<file path="src/rtl/core/atrf_pkg.sv">
// atrf_pkg: shared types and constants for the transmit-request framer
// beat structs for the payload and result channels, register indexes, header
// codes; no dependencies
package atrf_pkg;

    // largest payload length carried in one frame; longer requests are clamped
    localparam logic [7:0] MAX_PAYLOAD = 8'd238;

    localparam logic [7:0]  START_DELIM     = 8'h7E;
    localparam logic [7:0]  FRAME_TYPE      = 8'h10;
    localparam logic [15:0] LENGTH_OVERHEAD = 16'd14;
    localparam logic [7:0]  CHECK_BASE      = 8'hFF;

    localparam int CFG_IDX_W  = 3;
    localparam int CFG_DATA_W = 64;

    // output slot of one item: header bytes, then payload, then checksum
    localparam int SEQ_W = 5;

    typedef enum logic [SEQ_W-1:0] {
        SEQ_START    = 5'd0,
        SEQ_LEN_HI   = 5'd1,
        SEQ_LEN_LO   = 5'd2,
        SEQ_TYPE     = 5'd3,
        SEQ_FRAME_ID = 5'd4,
        SEQ_DL7      = 5'd5,
        SEQ_DL6      = 5'd6,
        SEQ_DL5      = 5'd7,
        SEQ_DL4      = 5'd8,
        SEQ_DL3      = 5'd9,
        SEQ_DL2      = 5'd10,
        SEQ_DL1      = 5'd11,
        SEQ_DL0      = 5'd12,
        SEQ_DS_HI    = 5'd13,
        SEQ_DS_LO    = 5'd14,
        SEQ_RADIUS   = 5'd15,
        SEQ_OPTIONS  = 5'd16,
        SEQ_PAYLOAD  = 5'd17,
        SEQ_CHECK    = 5'd18
    } t_seq;

    typedef enum logic [CFG_IDX_W-1:0] {
        CFG_FRAME_ID   = 3'd0,
        CFG_DEST_LONG  = 3'd1,
        CFG_DEST_SHORT = 3'd2,
        CFG_RADIUS     = 3'd3,
        CFG_OPTIONS    = 3'd4
    } t_cfg_idx;

    typedef struct packed {
        logic [7:0] payload_byte;
        logic [7:0] message_length;
    } t_in_beat;

    typedef struct packed {
        logic [7:0] out_byte;
        logic       last_of_run;
        logic       frame_end;
    } t_out_beat;

endpackage

</file>
<file path="src/rtl/core/api_transmit_request_framer.sv">
// api_transmit_request_framer: wraps a payload byte stream in transmit-request
// frames (header, payload, checksum); depends on atrf_pkg
//
// usage:
//   payload channel (i_in_valid / o_in_ready / i_in_data) takes one payload
//   byte per beat; message_length is sampled on the first beat of a frame.
//   result channel (o_out_valid / i_out_ready / o_out_data) gives one framed
//   byte per beat; last_of_run marks the final byte caused by an input beat,
//   frame_end marks the closing checksum.
//   configuration is a plain write port (i_cfg_we, i_cfg_index, i_cfg_data),
//   written while the block is idle; unknown indexes are dropped.
// flow:
//   an accepted beat sits in a holding register and its bytes leave through
//   the output register, one per cycle while the receiver is ready. a mid-frame
//   beat gives one byte, the last beat of a frame two, the first beat of a
//   frame 18 (17 header bytes plus payload), 19 for a one-byte frame. the
//   holding register frees in the cycle its last byte is loaded, so mid-frame
//   beats stream at one per cycle while the receiver keeps up.
// reset clears both registers' valid flags, the frame state and the config
// registers to their defaults; a stalled receiver holds the output byte and,
// once the holding register is busy, drops o_in_ready.
module api_transmit_request_framer #(
    parameter logic [7:0] MAX_PAYLOAD = atrf_pkg::MAX_PAYLOAD
) (
    input  logic                           i_clk,
    input  logic                           i_rst_n,
    input  logic                           i_in_valid,
    output logic                           o_in_ready,
    input  atrf_pkg::t_in_beat             i_in_data,
    output logic                           o_out_valid,
    input  logic                           i_out_ready,
    output atrf_pkg::t_out_beat            o_out_data,
    input  logic                           i_cfg_we,
    input  logic [atrf_pkg::CFG_IDX_W-1:0] i_cfg_index,
    input  logic [atrf_pkg::CFG_DATA_W-1:0] i_cfg_data
);

    // configuration registers
    logic [7:0]  r_frame_id;
    logic [63:0] r_dest_long;
    logic [15:0] r_dest_short;
    logic [7:0]  r_radius;
    logic [7:0]  r_options;

    // holding register
    logic               r_hold_valid;
    atrf_pkg::t_in_beat r_hold;
    atrf_pkg::t_seq     r_seq;

    // frame state
    logic       r_inside;
    logic [7:0] r_remaining;
    logic [7:0] r_sum;

    // output register
    logic                r_out_valid;
    atrf_pkg::t_out_beat r_out;

    logic                can_load;
    logic                gen;
    logic                item_done;
    atrf_pkg::t_seq      cur_seq;
    atrf_pkg::t_seq      n_seq;
    logic [7:0]          len_eff;
    logic [15:0]         total;
    logic [7:0]          rem_after;
    logic [7:0]          gen_byte;
    logic                summed;
    atrf_pkg::t_out_beat n_out;

    always_ff @(posedge i_clk) begin
        if (!i_rst_n) begin
            r_frame_id   <= 8'd1;
            r_dest_long  <= 64'd0;
            r_dest_short <= 16'hFFFE;
            r_radius     <= 8'd0;
            r_options    <= 8'd0;
        end else if (i_cfg_we) begin
            unique case (i_cfg_index)
                atrf_pkg::CFG_FRAME_ID:   r_frame_id   <= i_cfg_data[7:0];
                atrf_pkg::CFG_DEST_LONG:  r_dest_long  <= i_cfg_data[63:0];
                atrf_pkg::CFG_DEST_SHORT: r_dest_short <= i_cfg_data[15:0];
                atrf_pkg::CFG_RADIUS:     r_radius     <= i_cfg_data[7:0];
                atrf_pkg::CFG_OPTIONS:    r_options    <= i_cfg_data[7:0];
                default: ;
            endcase
        end
    end

    always_comb begin
        can_load = !r_out_valid || i_out_ready;
        gen      = r_hold_valid && can_load;

        // a beat inside a frame skips the header
        if (r_seq == atrf_pkg::SEQ_START && r_inside) begin
            cur_seq = atrf_pkg::SEQ_PAYLOAD;
        end else begin
            cur_seq = r_seq;
        end

        if (r_hold.message_length > MAX_PAYLOAD) begin
            len_eff = MAX_PAYLOAD;
        end else if (r_hold.message_length == 8'd0) begin
            len_eff = 8'd1;
        end else begin
            len_eff = r_hold.message_length;
        end
        total = {8'd0, len_eff} + atrf_pkg::LENGTH_OVERHEAD;

        if (!r_inside) begin
            rem_after = len_eff - 8'd1;
        end else if (r_remaining != 8'd0) begin
            rem_after = r_remaining - 8'd1;
        end else begin
            rem_after = 8'd0;
        end

        summed = 1'b1;
        case (cur_seq)
            atrf_pkg::SEQ_START: begin
                gen_byte = atrf_pkg::START_DELIM;
                summed   = 1'b0;
            end
            atrf_pkg::SEQ_LEN_HI: begin
                gen_byte = total[15:8];
                summed   = 1'b0;
            end
            atrf_pkg::SEQ_LEN_LO: begin
                gen_byte = total[7:0];
                summed   = 1'b0;
            end
            atrf_pkg::SEQ_TYPE:     gen_byte = atrf_pkg::FRAME_TYPE;
            atrf_pkg::SEQ_FRAME_ID: gen_byte = r_frame_id;
            atrf_pkg::SEQ_DL7:      gen_byte = r_dest_long[63:56];
            atrf_pkg::SEQ_DL6:      gen_byte = r_dest_long[55:48];
            atrf_pkg::SEQ_DL5:      gen_byte = r_dest_long[47:40];
            atrf_pkg::SEQ_DL4:      gen_byte = r_dest_long[39:32];
            atrf_pkg::SEQ_DL3:      gen_byte = r_dest_long[31:24];
            atrf_pkg::SEQ_DL2:      gen_byte = r_dest_long[23:16];
            atrf_pkg::SEQ_DL1:      gen_byte = r_dest_long[15:8];
            atrf_pkg::SEQ_DL0:      gen_byte = r_dest_long[7:0];
            atrf_pkg::SEQ_DS_HI:    gen_byte = r_dest_short[15:8];
            atrf_pkg::SEQ_DS_LO:    gen_byte = r_dest_short[7:0];
            atrf_pkg::SEQ_RADIUS:   gen_byte = r_radius;
            atrf_pkg::SEQ_OPTIONS:  gen_byte = r_options;
            atrf_pkg::SEQ_PAYLOAD:  gen_byte = r_hold.payload_byte;
            atrf_pkg::SEQ_CHECK: begin
                gen_byte = atrf_pkg::CHECK_BASE - r_sum;
                summed   = 1'b0;
            end
            default: begin
                gen_byte = 8'd0;
                summed   = 1'b0;
            end
        endcase

        // the payload slot closes the item unless the frame ends here
        item_done = (cur_seq == atrf_pkg::SEQ_CHECK) ||
                    (cur_seq == atrf_pkg::SEQ_PAYLOAD && rem_after != 8'd0);

        n_seq = atrf_pkg::t_seq'(cur_seq + 5'd1);

        n_out.out_byte    = gen_byte;
        n_out.last_of_run = item_done;
        n_out.frame_end   = (cur_seq == atrf_pkg::SEQ_CHECK);

        o_in_ready = !r_hold_valid || (gen && item_done);
    end

    always_ff @(posedge i_clk) begin
        if (!i_rst_n) begin
            r_hold_valid <= 1'b0;
            r_seq        <= atrf_pkg::SEQ_START;
        end else if (i_in_valid && o_in_ready) begin
            r_hold_valid <= 1'b1;
            r_seq        <= atrf_pkg::SEQ_START;
        end else if (gen && item_done) begin
            r_hold_valid <= 1'b0;
        end else if (gen) begin
            r_seq <= n_seq;
        end
    end

    always_ff @(posedge i_clk) begin
        if (i_in_valid && o_in_ready) begin
            r_hold <= i_in_data;
        end
    end

    always_ff @(posedge i_clk) begin
        if (!i_rst_n) begin
            r_inside    <= 1'b0;
            r_remaining <= 8'd0;
            r_sum       <= 8'd0;
        end else if (gen) begin
            if (cur_seq == atrf_pkg::SEQ_START) begin
                r_sum <= 8'd0;
            end else if (cur_seq == atrf_pkg::SEQ_CHECK) begin
                r_sum <= 8'd0;
            end else if (summed) begin
                r_sum <= r_sum + gen_byte;
            end
            if (cur_seq == atrf_pkg::SEQ_PAYLOAD) begin
                r_inside    <= (rem_after != 8'd0);
                r_remaining <= rem_after;
            end
        end
    end

    always_ff @(posedge i_clk) begin
        if (!i_rst_n) begin
            r_out_valid <= 1'b0;
        end else if (can_load) begin
            r_out_valid <= gen;
        end
    end

    always_ff @(posedge i_clk) begin
        if (gen) begin
            r_out <= n_out;
        end
    end

    assign o_out_valid = r_out_valid;
    assign o_out_data  = r_out;

endmodule

</file>
<file path="config.mk">
export PLATFORM = sky130hd
export DESIGN_NAME = api_transmit_request_framer
export DESIGN_NICKNAME = d
export VERILOG_FILES = /design/src/rtl/core/atrf_pkg.sv /design/src/rtl/core/api_transmit_request_framer.sv
export SDC_FILE = /design/constraint.sdc
export NUM_CORES = 1
export LEC_CHECK = 0
export BUFFER_PORTS_ARGS = -buffer_cell sky130_fd_sc_hd__buf_2
export CORE_MARGIN = 5
export CORE_UTILIZATION = 46
export DETAILED_ROUTE_END_ITERATION = 7
export MAX_ROUTING_LAYER = met4
export PLACE_DENSITY = 0.66
export SLEW_MARGIN = 10
export SYNTH_ARGS = -nofsm -noshare
export SYNTH_HDL_FRONTEND = slang
export SYNTH_SLANG_ARGS = --single-unit
</file>
<file path="constraint.sdc">
create_clock -name i_clk -period 8.55 [get_ports i_clk]
set_input_delay 0.4275 -clock i_clk [delete_from_list [all_inputs] [get_ports i_clk]]
set_output_delay 0.4275 -clock i_clk [all_outputs]
set_load 0.02 [all_outputs]
</file>
==> qor.yml, run 1 <==
synthTopCellsByArea: "dfxtp_1 35%, nand2_1 12%, edfxtp_1 11%"
status: "finished clean"
synth_fp_nets: 947
path_buf_inv: 2
core-area_mm2: 0.0157
dpl.hpwl_um: 15500
clockBufferDepth: 2
powerDensity_mw_per_mm2: 196
ys_seq_area_share_pct: 45.7
grt_pass1_vias: 6151
wl_met1_um: 9520
dieWidth_um: 136
cts_setup_buffers: 0
area_delta_synth_final_pct: 16.4
syn_area_per_cell_um2: 8.63
cp-end-kind: "output port"
crit_path_start_kind: "register"
synth_cells: 847
worst_slew_pin_slew_ns: 1.10
layout.nets: 1020
h-tree-depth: 4
viasPerCell: 5.70
ys_seq_elements: 154
hp-class: "in -> reg"
routedWlPerCell_um: 18.7
antenna_cells: 0
drt_first_pass_iters: 7
async_flop_share_pct: 0
final_max_slew_viol_count: 0
antenna_found_initial: 0
fmax_mhz: 211
final_cell_mix: "234 x nand2_1, 128 x dfxtp_1, 99 x buf_2, 90 x a21boi_0"
crit_chain: "nor4_1 > a21oi_1 > nor2_1 > inv_1 > ha_1 > or3b_2 > o31ai_1 > a32o_1 > or4b_4 > nor4b_4 > o21ai_2 > a21o_1 > buf_2"
initial_core_util_pct: 46.5
grt_max_degree: 99
crit_fanout: 17
crit_family: "simple AND/OR/NAND/NOR gates"
wl_met3_um: 1380
crit_arrival_ns: 4.32
clk_latency_ns: 0.43
fill_cells: 1526
clkTransAtPathRegs_ns: 0.06
overflow: 0
die_h_um: 136
drv_cap: 0
finClkSkew_ns: 0.00774
ir_worst_vdd_uv: 134
grt_pass1_wl_um: 33400
synth-edff-count: 26
final_util_pct: 54.1
crit_required_ns: 8.12
cts-hold-fix-buffers: 0
clock_sinks: 154
leakage_nw: 3.19
synth_top_area_share_pct: 35.1
row_count: 46
synth_ff_type: "dfxtp_1"
synth_area_mm2: 0.00731
routed_wl_um: 21500
die_area_mm2: 0.0185
synth.distinct_cells: 68
wl_met2_um: 10200
min_period_over_period_pct: 55.5
crit_type: "reg -> out"
cts.repair.resized: 0
slowest_stage: "edfxtp_1"
grt_usage_pct: 24.3
grt_setup_unrepaired: "false"
relSlewSlack_pct: 26.1
vias: 6544
highest_layer: "met4"
drtIter0Drc: 694
layout-drive-gt1-share_pct: 16.1
max_stage_delay_ns: 0.64
cts_root_buffer: "clkbuf_16"
yosysTopAreaCell: "dfxtp_1"
portBuffers: 99
antenna_left: 0
tritoncts.num_buffers: 17
final_common_cell: "nand2_1"
tns_ns: 0
hold_viol: 0
gp_congestion: 0.915
drc: 0
pin_count: 100
cts_tree: "yes"
setup_violations: 0
post-route-min-period_ns: 4.75
yosysWarnings: 0
==> cell families (layout without fill, tap and decap cells) <==
| logic type | after synthesis | count (layout) | synth area share [%] |
|---|---|---|---|
| simple gates | 378 | 378 | 23.6 |
| xor+xnor | 13 | 13 | 1.56 |
| buf+inv | 65 | 151 | 3.36 |
| compound gates | 225 | 225 | 23.6 |
| flops | 154 | 154 | 45.7 |
| fa+ha+maj | 12 | 12 | 2.16 |
==> area by class of cell <==
class | instances | area, um2 | area share [%]
Clock buffer | 19 | 454 | 5.34
Timing Repair Buffer | 104 | 533 | 6.27
Tap cell | 216 | 270 | 3.18
Multi-Input combinational cell | 628 | 3730 | 43.8
Inverter | 15 | 56.3 | 0.662
Clock inverter | 13 | 121 | 1.43
Sequential cell | 154 | 3340 | 39.3
==> power breakdown <==
part / internal [mW] / leakage [nW] / switching, mW
sequential: 0.762 / 1.28 / 0.0191
combinational: 0.0597 / 1.63 / 0.0834
clock: 0.443 / 0.283 / 0.297
total: 1.26 / 3.19 / 0.400
==> state kept, by name, indices dropped and copies added (netlist names) <==
register / cells
o_out_data: 10
o_out_valid: 1
r_dest_long: 64
r_dest_short: 16
r_frame_id: 8
r_hold: 16
r_hold_valid: 1
r_inside: 1
r_options: 8
r_radius: 8
r_remaining: 8
r_seq: 5
r_sum: 8
==> path summary, 6_finish.rpt <==
path / slack [ns] / endpoint / from / depth (start not counted)
hold / removal: 0.18 / r_hold[1]$_DFFE_PP_ / i_in_data[1] / 1
setup / recovery: 3.80 / o_in_ready / r_hold[4]$_DFFE_PP_ / 13
setup reg to reg: 3.92 / r_sum[7]$_SDFFE_PN0P_ / r_inside$_SDFFE_PN0P_ / 14
hold reg to reg: 0.47 / r_dest_long[55]$_SDFFE_PN0P_ / r_dest_long[55]$_SDFFE_PN0P_ / 2
==> per-layer routing <==
layer	up-vias	global-route usage [%]
met5	-	-
met4	0	6.66
met3	40	5.51
met2	250	38.5
met1	3062	31.5
li1	3192	-
==> synth_stat cells (5+ instances only) <==
library cell / count
clkbuf_1: 47
a21o_1: 5
and3_1: 8
xor2_1: 5
nand4_1: 6
nand3_1: 30
a22oi_1: 25
a21boi_0: 90
a221oi_1: 11
a22o_1: 7
a41oi_1: 5
ha_1: 11
nand2_1: 234
a21oi_1: 14
nor3_1: 15
o21ai_0: 16
or3b_2: 5
nor2b_1: 11
nor2_1: 31
nand2b_1: 6
inv_1: 15
edfxtp_1: 26
a222oi_1: 6
xnor2_1: 8
dfxtp_1: 128
==> per-stage QoR <==
| stage | hold slack, ns | worst slack, ns | instances | power, mW | instance area (um2) |
|---|---|---|---|---|---|
| 2_1_floorplan | 0.439 | 4.50 | 847 | 0.882 | 7310 |
| 3_3_place_gp | 0.452 | 4.20 | 1117 | 0.938 | 7930 |
| 3_5_place_dp | 0.460 | 4.08 | 1117 | 0.938 | 7930 |
| 4_1_cts | 0.164 | 3.85 | 1149 | 1.67 | 8510 |
| 5_1_grt | 0.158 | 3.50 | 1149 | 1.72 | 8510 |
| 6_report | 0.178 | 3.80 | 1149 | 1.66 | 8510 |
(Power assumes the default switching activity.)
==> inputs of run 2 (changes only) <==
- clock period: 8.55 -> 4.4 ns (I/O delays scaled with it)
==> qor.yml, run 2 (same netlist as run 1, synthesis figures left out) <==
netSwitchingFraction_pct: 23.5
dpl.hpwl_um: 15800
clock_sinks: 154
clkPwrFrac_pct: 43.9
hold_viol: 0
routed_wl_um: 22100
powerDensity_mw_per_mm2: 366
min_period_over_period_pct: 94.6
finClkSkew_ns: 0.00728
power.internal_mw: 2.48
grt_max_degree: 102
p_sw_mw: 0.764
layout-drive-gt1-share_pct: 18.3
crit_type: "reg -> out"
layout.nets: 1060
routedWlPerCell_um: 18.6
antenna_found_initial: 0
initial_core_util_pct: 46.5
final_common_cell: "nand2_1"
r2r_slack_ns: 0.30
top_regs: "r_dest_long (64), r_dest_short (16), r_hold (16)"
post-route-min-period_ns: 4.16
grt_usage_pct: 24.5
drtIter0Drc: 665
leakage_nw: 3.39
area_delta_synth_final_pct: 21.3
vias: 6651
grt_pass1_vias: 6259
status: "finished clean"
clk_latency_ns: 0.42
seq_power_share_pct: 46.5
crit_family: "simple AND/OR/NAND/NOR gates"
crit_arrival_ns: 3.94
tritoncts.num_buffers: 17
antenna_left: 0
antenna_cells: 0
crit_chain: "nand3_2 > nor2_2 > nor2_1 > inv_1 > ha_1 > or3b_2 > o31ai_1 > a32o_1 > or4b_4 > nor4b_4 > o21ai_2 > a21o_1 > buf_2"
grt_pass1_wl_um: 34000
die_h_um: 136
overflow: 0
r2r_cells: 17
die_area_mm2: 0.0185
drc: 0
ir_worst_vdd_uv: 266
cp.depth: 13
tns_ns: 0
row_count: 46
cp-end-kind: "output port"
total_power_mw: 3.25
hold_depth: 3
gp_congestion: 0.935
final_cell_mix: "234 x nand2_1, 128 x dfxtp_1, 99 x buf_2, 90 x a21boi_0"
final_max_slew_viol_count: 0
pin_count: 100
cts_tree: "yes"
h-tree-depth: 4
clockBufferDepth: 2
crit_path_start_kind: "register"
drt_first_pass_iters: 5
crit_fanout: 8
fmax_mhz: 240
portBuffers: 99
hold_ws_ns: 0.0378
grt_setup_unrepaired: "false"
worst_slew_pin_slew_ns: 1.08
cts_root_buffer: "clkbuf_16"
viasPerCell: 5.59
core-area_mm2: 0.0157
largest_reg_flops: 64
regMostFlops: "r_dest_long"
pwr-share-comb_pct: 9.6
setup_violations: 0
dieWidth_um: 136
clkTransAtPathRegs_ns: 0.06
path_buf_inv: 2
relSlewSlack_pct: 27.6
slowest_stage: "edfxtp_1"
max_stage_delay_ns: 0.49
hp-class: "in -> reg"
crit_required_ns: 4.18
drv_cap: 0
[run 2: routing by layer]
layer / part of all wire, % / routed length (um) / vias up / track usage, %
li1: - / - / 3247 / -
met1: 43 / 9580 / 3148 / 32.1
met2: 47 / 10500 / 225 / 38.4
met3: 6.9 / 1520 / 31 / 4.89
met4: 2.4 / 520 / 0 / 7.95
met5: 0 / 0 / - / -
[run 2: worst paths after layout]
| kind | startpoint | to |
|---|---|---|
| hold / removal | i_cfg_data[12] | r_dest_short[12]$_SDFFE_PN1P_ |
| setup / recovery | r_hold[6]$_DFFE_PP_ | o_in_ready |
| setup reg to reg | r_seq[2]$_SDFFE_PP0P_ | r_sum[7]$_SDFFE_PN0P_ |
| hold reg to reg | r_dest_long[11]$_SDFFE_PN0P_ | r_dest_long[11]$_SDFFE_PN0P_ |
[run 2: metrics by stage]
stage          instances  utilization [%]  setup WS [ns]  area (um2)
2_1_floorplan        847                -          0.352        7310
3_3_place_gp        1132             51.2          0.210        8040
3_5_place_dp        1132             51.2          0.105        8040
4_1_cts             1178             55.8         0.0837        8770
5_1_grt             1189             56.4       0.000957        8870
6_report            1189             56.4          0.236        8870
[run 2: power groups by stage]
stage | registers [mW] | clock network (mW) | logic (mW)
6_report | 1.51 | 1.43 | 0.312
5_1_grt | 1.51 | 1.50 | 0.344
4_1_cts | 1.51 | 1.44 | 0.302
3_5_place_dp | 1.54 | 0 | 0.290
3_3_place_gp | 1.54 | 0 | 0.288
2_1_floorplan | 1.53 | 0 | 0.178
[run 2: layout make-up]
cell class	instances	area (um2)
clock inverter	3	20.0
sequential	154	3340
inverter	15	56.3
clock buffer	29	563
tap	216	270
fill	1477	6850
timing repair buffer	144	873
multi-input combinational	628	3740
[run 2: worst min-delay path, stage by stage]
cell and delay (ns):
buf_2 0.09, nand2_1 0.04, nand3_1 0.07
[run 2: what timing repair did]
| action | in CTS | in global routing |
|---|---|---|
| buffers inserted | 0 | 9 |
| hold buffers | 14 | 2 |
| endpoints found under the setup margin | 0 | 18 |
| resized for setup | 0 | 4 |
| hold endpoints to repair | 14 | 2 |
